`src/rtl/penum_pkg.sv`:
```
package penum_pkg;

    localparam int ELEM_W = 32;
    localparam int POS_W  = 3;
    localparam int MODE_W = 2;
    localparam int STAT_W = 2;

    localparam logic [MODE_W-1:0] MODE_LOAD  = 2'd0;
    localparam logic [MODE_W-1:0] MODE_NEXT  = 2'd1;
    localparam logic [MODE_W-1:0] MODE_CLEAR = 2'd2;

    localparam logic [STAT_W-1:0] ST_OK       = 2'd0;
    localparam logic [STAT_W-1:0] ST_EMPTY    = 2'd1;
    localparam logic [STAT_W-1:0] ST_OVERFLOW = 2'd2;

    typedef enum logic [2:0] {
        S_IDLE,
        S_PIVOT,
        S_SWAP,
        S_SORT,
        S_CHECK,
        S_EMIT,
        S_STAT
    } t_state;

    // controller to datapath
    typedef struct packed {
        logic              append;
        logic              clear_count;
        logic              restart;
        logic              latch_pivot;
        logic              do_swap;
        logic              sort_step;
        logic              cnt_clear;
        logic              cnt_inc;
        logic              emit_perm;
        logic              emit_status;
        logic              final_perm;
        logic [STAT_W-1:0] code;
    } t_cmd;

    // datapath to controller
    typedef struct packed {
        logic full;
        logic empty;
        logic has_pivot;
        logic sort_done;
        logic at_last;
        logic out_free;
    } t_sts;

endpackage

```
`src/rtl/permutation_enumerator.sv`:
```
// load and clear give no result; a status item goes through S_STAT and then the
// output register, and waits there while the output register still holds an item
// next permutation: steps in order are pivot, swap, tail sort and check, then one
// element per cycle while the output register is free
// the first permutation after a load or clear skips pivot, swap and sort
// reset (i_rst_n low, synchronous): list empty, order back to identity, no item out
module permutation_enumerator #(
    parameter int MAX_N = 8
) (
    input  logic                          i_clk,
    input  logic                          i_rst_n,
    // input stream
    input  logic                          i_s_tvalid,
    output logic                          o_s_tready,
    input  logic [penum_pkg::ELEM_W-1:0]  i_s_tdata,   // value
    input  logic [penum_pkg::MODE_W-1:0]  i_s_tuser,   // mode
    // result stream
    output logic                          o_m_tvalid,
    input  logic                          i_m_tready,
    output logic [penum_pkg::ELEM_W-1:0]  o_m_tdata,   // element
    output logic                          o_m_tlast,   // last_in_run
    output logic [penum_pkg::STAT_W:0]    o_m_tuser    // final_permutation, status[1:0]
);
    import penum_pkg::*;

    t_cmd cmd;
    t_sts sts;

    // controller: sequences load / clear / next and the swap-and-sort steps
    penum_ctrl u_ctrl (
        .i_clk      (i_clk),
        .i_rst_n    (i_rst_n),
        .i_in_valid (i_s_tvalid),
        .i_mode     (i_s_tuser),
        .o_in_ready (o_s_tready),
        .i_sts      (sts),
        .o_cmd      (cmd)
    );

    // datapath: element store, position order lanes, step counter, output register
    penum_dp #(
        .MAX_N (MAX_N)
    ) u_dp (
        .i_clk       (i_clk),
        .i_rst_n     (i_rst_n),
        .i_cmd       (cmd),
        .o_sts       (sts),
        .i_value     (i_s_tdata),
        .i_out_ready (i_m_tready),
        .o_out_valid (o_m_tvalid),
        .o_out_data  (o_m_tdata),
        .o_out_last  (o_m_tlast),
        .o_out_user  (o_m_tuser)
    );

    // never load the output register over an item that is still waiting
    a_no_overwrite : assert property (@(posedge i_clk) disable iff (!i_rst_n)
        (cmd.emit_perm || cmd.emit_status) |-> sts.out_free)
        else $error("result loaded over a waiting item");

    // while taking input nothing of the permutation step is in flight
    a_idle_quiet : assert property (@(posedge i_clk) disable iff (!i_rst_n)
        o_s_tready |-> !(cmd.emit_perm || cmd.do_swap || cmd.sort_step || cmd.latch_pivot))
        else $error("permutation work while accepting items");

    // at most one order-changing command per cycle
    a_one_order_op : assert property (@(posedge i_clk) disable iff (!i_rst_n)
        $onehot0({cmd.restart, cmd.do_swap, cmd.sort_step}))
        else $error("conflicting order updates");

    // a swap always follows a pivot latch
    a_swap_after_pivot : assert property (@(posedge i_clk) disable iff (!i_rst_n)
        cmd.do_swap |-> $past(cmd.latch_pivot))
        else $error("swap without pivot");

endmodule

```
`src/rtl/penum_dp.sv`:
```
module penum_dp #(
    parameter int MAX_N = 8
) (
    input  logic                          i_clk,
    input  logic                          i_rst_n,
    input  penum_pkg::t_cmd               i_cmd,
    output penum_pkg::t_sts               o_sts,
    input  logic [penum_pkg::ELEM_W-1:0]  i_value,
    input  logic                          i_out_ready,
    output logic                          o_out_valid,
    output logic [penum_pkg::ELEM_W-1:0]  o_out_data,
    output logic                          o_out_last,
    output logic [penum_pkg::STAT_W:0]    o_out_user
);
    import penum_pkg::*;

    localparam int IDX_W = (MAX_N > 1) ? $clog2(MAX_N) : 1;
    localparam int CNT_W = $clog2(MAX_N + 1);

    logic [ELEM_W-1:0] r_store [MAX_N];
    logic [POS_W-1:0]  r_ord   [MAX_N];
    logic [POS_W-1:0]  n_ord   [MAX_N];
    logic [CNT_W-1:0]  r_count;
    logic [CNT_W-1:0]  r_step;
    logic [IDX_W-1:0]  r_piv;
    logic [POS_W-1:0]  r_pv;

    logic [IDX_W-1:0]  piv_idx;
    logic              has_piv;
    logic [IDX_W-1:0]  j_idx;
    logic [IDX_W-1:0]  rd_addr;
    logic [POS_W-1:0]  rd_data;

    logic              r_vld;
    logic [ELEM_W-1:0] r_data;
    logic              r_last;
    logic [STAT_W:0]   r_user;

    // rightmost ascent within the loaded part of the order
    always_comb begin
        piv_idx = '0;
        has_piv = 1'b0;
        for (int i = 0; i < MAX_N - 1; i++) begin
            if ((CNT_W'(i + 1) < r_count) && (r_ord[i] < r_ord[i + 1])) begin
                piv_idx = IDX_W'(i);
                has_piv = 1'b1;
            end
        end
    end

    // rightmost tail entry above the pivot value
    always_comb begin
        j_idx = '0;
        for (int i = 0; i < MAX_N; i++) begin
            if ((IDX_W'(i) > r_piv) && (CNT_W'(i) < r_count) && (r_ord[i] > r_pv))
                j_idx = IDX_W'(i);
        end
    end

    // single read port on the order
    always_comb begin
        if (i_cmd.latch_pivot) begin
            rd_addr = piv_idx;
        end else if (i_cmd.do_swap) begin
            rd_addr = j_idx;
        end else begin
            rd_addr = r_step[IDX_W-1:0];
        end
    end
    assign rd_data = r_ord[rd_addr];

    // order update: identity on restart; otherwise swap, then odd-even transposition over the tail
    always_comb begin
        n_ord = r_ord;
        if (i_cmd.restart) begin
            for (int i = 0; i < MAX_N; i++)
                n_ord[i] = POS_W'(i);
        end else if (i_cmd.do_swap) begin
            n_ord[r_piv] = rd_data;
            n_ord[j_idx] = r_pv;
        end else if (i_cmd.sort_step) begin
            for (int i = 0; i < MAX_N - 1; i++) begin
                if ((1'(i) == r_step[0]) && (IDX_W'(i) > r_piv) &&
                    (CNT_W'(i + 1) < r_count) && (r_ord[i] > r_ord[i + 1])) begin
                    n_ord[i]     = r_ord[i + 1];
                    n_ord[i + 1] = r_ord[i];
                end
            end
        end
    end

    always_ff @(posedge i_clk) begin
        if (!i_rst_n) begin
            for (int i = 0; i < MAX_N; i++)
                r_ord[i] <= POS_W'(i);
            r_count <= '0;
            r_step  <= '0;
            r_vld   <= 1'b0;
        end else begin
            r_ord <= n_ord;
            if (i_cmd.clear_count) begin
                r_count <= '0;
            end else if (i_cmd.append) begin
                r_count <= r_count + CNT_W'(1);
            end
            if (i_cmd.cnt_clear) begin
                r_step <= '0;
            end else if (i_cmd.cnt_inc) begin
                r_step <= r_step + CNT_W'(1);
            end
            if (i_cmd.emit_perm || i_cmd.emit_status) begin
                r_vld <= 1'b1;
            end else if (i_out_ready) begin
                r_vld <= 1'b0;
            end
        end
    end

    always_ff @(posedge i_clk) begin
        if (i_cmd.append)
            r_store[r_count[IDX_W-1:0]] <= i_value;
        if (i_cmd.latch_pivot) begin
            r_piv <= piv_idx;
            r_pv  <= rd_data;
        end
        if (i_cmd.emit_perm) begin
            r_data <= r_store[rd_data[IDX_W-1:0]];
            r_last <= o_sts.at_last;
            r_user <= {ST_OK, i_cmd.final_perm};
        end else if (i_cmd.emit_status) begin
            r_data <= '0;
            r_last <= 1'b1;
            r_user <= {i_cmd.code, 1'b0};
        end
    end

    assign o_sts.full      = (r_count == CNT_W'(MAX_N));
    assign o_sts.empty     = (r_count == '0);
    assign o_sts.has_pivot = has_piv;
    assign o_sts.sort_done = (r_step == CNT_W'(MAX_N - 1));
    assign o_sts.at_last   = ((r_step + CNT_W'(1)) == r_count);
    assign o_sts.out_free  = !r_vld || i_out_ready;

    assign o_out_valid = r_vld;
    assign o_out_data  = r_data;
    assign o_out_last  = r_last;
    assign o_out_user  = r_user;

endmodule

```
`src/rtl/penum_ctrl.sv`:
```
module penum_ctrl (
    input  logic                          i_clk,
    input  logic                          i_rst_n,
    input  logic                          i_in_valid,
    input  logic [penum_pkg::MODE_W-1:0]  i_mode,
    output logic                          o_in_ready,
    input  penum_pkg::t_sts               i_sts,
    output penum_pkg::t_cmd               o_cmd
);
    import penum_pkg::*;

    t_state            r_state, n_state;
    logic              r_started, n_started;
    logic              r_exhausted, n_exhausted;
    logic              r_final, n_final;
    logic [STAT_W-1:0] r_code, n_code;
    logic              accept;

    assign accept = i_in_valid && (r_state == S_IDLE);

    // next state and flags
    always_comb begin
        n_state     = r_state;
        n_started   = r_started;
        n_exhausted = r_exhausted;
        n_final     = r_final;
        n_code      = r_code;
        case (r_state)
            S_IDLE: begin
                if (accept) begin
                    case (i_mode)
                        MODE_LOAD: begin
                            if (i_sts.full) begin
                                n_code  = ST_OVERFLOW;
                                n_state = S_STAT;
                            end else begin
                                n_started   = 1'b0;
                                n_exhausted = 1'b0;
                            end
                        end
                        MODE_CLEAR: begin
                            n_started   = 1'b0;
                            n_exhausted = 1'b0;
                        end
                        MODE_NEXT: begin
                            if (i_sts.empty || r_exhausted) begin
                                n_code  = ST_EMPTY;
                                n_state = S_STAT;
                            end else if (r_started) begin
                                n_state = S_PIVOT;
                            end else begin
                                n_state = S_CHECK;
                            end
                        end
                        default: ;
                    endcase
                end
            end
            S_PIVOT: begin
                if (!i_sts.has_pivot) begin
                    n_exhausted = 1'b1;
                    n_code      = ST_EMPTY;
                    n_state     = S_STAT;
                end else begin
                    n_state = S_SWAP;
                end
            end
            S_SWAP: n_state = S_SORT;
            S_SORT: begin
                if (i_sts.sort_done)
                    n_state = S_CHECK;
            end
            S_CHECK: begin
                n_started = 1'b1;
                n_final   = !i_sts.has_pivot;
                if (!i_sts.has_pivot)
                    n_exhausted = 1'b1;
                n_state = S_EMIT;
            end
            S_EMIT: begin
                if (i_sts.out_free && i_sts.at_last)
                    n_state = S_IDLE;
            end
            S_STAT: begin
                if (i_sts.out_free)
                    n_state = S_IDLE;
            end
            default: n_state = S_IDLE;
        endcase
    end

    // commands
    always_comb begin
        o_cmd      = '0;
        o_cmd.code = r_code;
        o_cmd.final_perm = r_final;
        o_in_ready = (r_state == S_IDLE);
        case (r_state)
            S_IDLE: begin
                if (accept) begin
                    case (i_mode)
                        MODE_LOAD: begin
                            if (!i_sts.full) begin
                                o_cmd.append  = 1'b1;
                                o_cmd.restart = 1'b1;
                            end
                        end
                        MODE_CLEAR: begin
                            o_cmd.clear_count = 1'b1;
                            o_cmd.restart     = 1'b1;
                        end
                        default: ;
                    endcase
                end
            end
            S_PIVOT: o_cmd.latch_pivot = i_sts.has_pivot;
            S_SWAP: begin
                o_cmd.do_swap   = 1'b1;
                o_cmd.cnt_clear = 1'b1;
            end
            S_SORT: begin
                o_cmd.sort_step = 1'b1;
                o_cmd.cnt_inc   = 1'b1;
            end
            S_CHECK: o_cmd.cnt_clear = 1'b1;
            S_EMIT: begin
                if (i_sts.out_free) begin
                    o_cmd.emit_perm = 1'b1;
                    o_cmd.cnt_inc   = 1'b1;
                end
            end
            S_STAT: o_cmd.emit_status = i_sts.out_free;
            default: ;
        endcase
    end

    always_ff @(posedge i_clk) begin
        if (!i_rst_n) begin
            r_state     <= S_IDLE;
            r_started   <= 1'b0;
            r_exhausted <= 1'b0;
            r_final     <= 1'b0;
            r_code      <= ST_OK;
        end else begin
            r_state     <= n_state;
            r_started   <= n_started;
            r_exhausted <= n_exhausted;
            r_final     <= n_final;
            r_code      <= n_code;
        end
    end

endmodule

```
`config.mk`:
```
export PLATFORM = sky130hd
export DESIGN_NAME = permutation_enumerator
export DESIGN_NICKNAME = d
export VERILOG_FILES = /design/src/rtl/penum_pkg.sv /design/src/rtl/permutation_enumerator.sv /design/src/rtl/penum_dp.sv /design/src/rtl/penum_ctrl.sv
export SDC_FILE = /design/constraint.sdc
export NUM_CORES = 1
export LEC_CHECK = 0
export ABC_AREA = 1
export BUFFER_PORTS_ARGS = -buffer_cell sky130_fd_sc_hd__buf_2
export CAP_MARGIN = 20
export CORE_ASPECT_RATIO = 0.6
export CORE_MARGIN = 4
export CORE_UTILIZATION = 50
export CTS_BUF_LIST = sky130_fd_sc_hd__clkbuf_4
export DETAILED_ROUTE_END_ITERATION = 12
export PLACE_DENSITY = 0.66
export RECOVER_POWER = 100
export SYNTH_ARGS = -nofsm -noshare
export SYNTH_HDL_FRONTEND = slang
export SYNTH_HIERARCHICAL = 1
export SYNTH_SLANG_ARGS = --single-unit
```
`constraint.sdc`:
```
create_clock -name i_clk -period 5.5 [get_ports i_clk]
set_input_delay 0 -clock i_clk [delete_from_list [all_inputs] [get_ports i_clk]]
set_output_delay 0 -clock i_clk [all_outputs]
set_load 0.1 [all_outputs]
```
==> impl_metrics.py <==
metrics = {
    "run_status": {
        "status": "finished with violations",
        "violations": "max-capacitance violations, max-slew violations",
    },
    "die": {
        "start_util": 0.508,
        "die_x_um": 247,
        "dieArea_um2": 37300,
        "io_pins": 76,
        "core-area_um2": 33700,
        "fp.dieH_um": 151,
        "rows": 52,
    },
    "timing": {
        "period_share": 0.942,
        "max_slew_margin": -1.17,
        "tightest_slew_ps": 3240,
        "finClkSkew_ps": 45.3,
        "finalSetupViolCount": 0,
        "hold_viol_final": 0,
        "rsz0062_at_grt": "false",
        "holdWs_ps": 136,
        "maxSlewViolCount": 265,
        "fin_crit_ps": 5180,
        "setup_tns_ps": 0,
        "fmax_mhz": 193,
    },
    "layout": {
        "syn2layout_area_growth_pct": 12.4,
        "final_common_cell": "nand2_1",
        "num-nets-final": 2141,
        "mostFrequentLayoutCells": "nand2_1 (484), inv_1 (355), edfxtp_1 (296), nand3_1 (231), nor2_1 (142)",
        "finalInstanceArea_um2": 19200,
        "drive_above_1_share": 0.0972,
        "regArea_um2": 9750,
        "fillCellCount": 3076,
        "fin_cells": 2580,
        "multi_input_area_um2": 5560,
    },
    "worst_hold_path": {
        "min_from": "i_rst_n",
        "holdPathEnd": "u_ctrl/r_code[1]",
        "hp-class": "primary input to flop",
        "worstHoldPathCells": 4,
    },
    "synthesis": {
        "synth_flop_cell": "edfxtp_1",
        "synth_edf_count": 296,
        "yosys_warnings": 6,
        "syn_area_per_cell_um2": 9.00,
        "syn_inst": 1901,
        "synth-seq-cells": 339,
        "yosysSeqAreaShare": 0.570,
        "yosysTopAreaCellShare": 0.519,
        "synthArstFlopShare": 0,
        "yosysTopAreaCell": "edfxtp_1",
        "synth_area_leaders": "edfxtp_1 (52%), nand2_1 (11%), inv_1 (7.7%)",
        "yosysUniqueCellTypes": 54,
        "synth_nets": 1984,
        "syn-cell-area_um2": 17100,
    },
    "power": {
        "p_leak_nw": 8.42,
        "peakVddDrop_mv": 0.687,
        "power_mw": 8.73,
        "power.density_nw_per_um2": 454,
    },
    "clocking": {
        "cts_made_buffers": 80,
        "h-tree-depth": 3,
        "cts_tree": "built",
        "cts_resized": 0,
        "cts_root_buf": "clkbuf_4",
        "path_clk_slew_ps": 70,
        "cts_buffer_depth": 3,
        "cts_num_sinks": 339,
        "clk_latency_ps": 750,
    },
    "setup_path": {
        "crit_path_start_kind": "flop",
        "crit_fanout": 34,
        "setup.worst_path.end_class": "flop",
        "critPathArrivalTime_ps": 5560,
        "required_ps": 5870,
        "critical_path_class": "flop to flop",
        "reg2reg_depth": 6,
        "r2r_end": "u_dp/o_out_data[13]",
        "rrSetupSlack_ps": 320,
        "cp_slowest_cell": "clkbuf_1",
        "r2r-start": "u_ctrl/r_state[0]",
        "path_cells": "nand3_1, nor2_4, clkbuf_1, inv_1, nand2_1, clkbuf_4",
        "critPathMaxStageDelay_ps": 1800,
    },
    "routing": {
        "drt_iter0_markers": 1394,
        "wirelength_um": 46900,
        "wire_per_inst_um": 18.2,
        "dr.pass1.iters": 6,
        "drcViolationCount": 0,
        "vias": 13500,
        "viasPerCell": 5.23,
        "ant_nets": 0,
    },
    "global_route": {
        "track_usage": 0.252,
        "grt_max_degree": 135,
        "antenna_found_initial": 1,
        "grt_pass1_wl_um": 71800,
        "first_global_vias": 12800,
        "gr-total-overflow": 0,
    },
    "job": {
        "cap_violations": 10,
    },
    "place": {
        "dpl_cell_area_um2": 18000,
        "place_congestion": 1.01,
        "io_buffers": 75,
        "dp_hpwl_um": 28600,
        "dp_cells": 2389,
    },
}
## worst max-delay path, delay by kind of cell, from the launching register on
| kind | cells | cell delay (ps) |
|---|---|---|
| flip-flops | 1 | 630 |
| AND/OR/NAND/NOR | 3 | 1400 |
| buffers and inverters | 3 | 2720 |
## cells in the mapped netlist (all sizes together) (12+ instances only)
cell    count
nand2     498
inv       363
edfxtp    296
nand3     245
nor2      149
a21oi      59
buf        55
ha         45
dfxtp      43
o21ai      43
clkbuf     14
nor3       12
## per-stage QoR
stage	setup WS [ps]	utilization
after floorplan	1830	-
after global placement	719	0.533
after detailed placement	571	0.533
after CTS	567	0.577
after global routing	25.7	0.571
final	317	0.571
## layout make-up
class | count | area share
multi-input cells | 1127 | 0.289
flip-flops and latches | 339 | 0.507
inverters | 366 | 0.0718
well taps | 459 | 0.0298
clock buffers | 120 | 0.0468
repair buffers | 144 | 0.0491
diodes | 1 | 0.000130
clock inverters | 24 | 0.00650
## state kept, by name (all words and copies together) (netlist names), 2 cells and up
signal and count:
u_dp/r_piv 3, u_dp/r_count 4, u_dp/r_step 4, u_dp/r_pv 3, u_ctrl/r_state 3, u_dp/o_out_user 3, u_dp/o_out_data 32, u_dp/r_ord 24
u_dp/r_store 256, u_ctrl/r_code 2
## report_power, final
part | switching (mW) | leakage, nW | internal (mW) | total [mW]
Combinational | 2.62 | 4.79 | 0.933 | 3.55
Sequential | 0.143 | 3.02 | 2.96 | 3.10
Clock | 1.02 | 0.611 | 1.05 | 2.07
## timing repair
action,CTS,global route
buffers inserted,0,0
hold buffers,45,0
endpoints found under the hold margin,282,0
## how the worst max path moves through the flow
stage / start / to / slack, ps / depth (start not counted)
final: u_ctrl/r_state[0] / u_dp/o_out_data[13] / 320 / 6
after CTS: u_dp/r_ord[5] / u_dp/o_out_data[15] / 570 / 23
after global routing: u_dp/r_count[1] / u_dp/r_store[7][25] / 30 / 9
after detailed placement: u_dp/r_ord[5] / u_dp/o_out_data[28] / 570 / 23
after floorplan: u_dp/r_ord[14] / u_dp/o_out_data[14] / 1830 / 24
after global placement: u_dp/r_ord[8] / u_dp/o_out_data[25] / 720 / 23
## per-layer routing
layer | wire length [um] | track usage | share of wire
met5 | 0 | 0 | 0
met3 | 5090 | 0.0708 | 0.11
met1 | 21500 | 0.373 | 0.46
met2 | 19500 | 0.365 | 0.42
met4 | 793 | 0.0666 | 0.017
## kinds of logic (layout without fill, tap and decap cells)
family	Yosys count	count (layout)	share of synthesized area
adder cells (fa/ha/maj)	45	45	0.0329
AND/OR/NAND/NOR	925	925	0.237
flip-flops	339	339	0.570
other	0	1	0
buffers and inverters	435	654	0.105
XOR/XNOR	3	3	0.00154
AO/OA/AOI/OAI	154	154	0.0545
No activity file was read; power rests on OpenSTA's default activity.
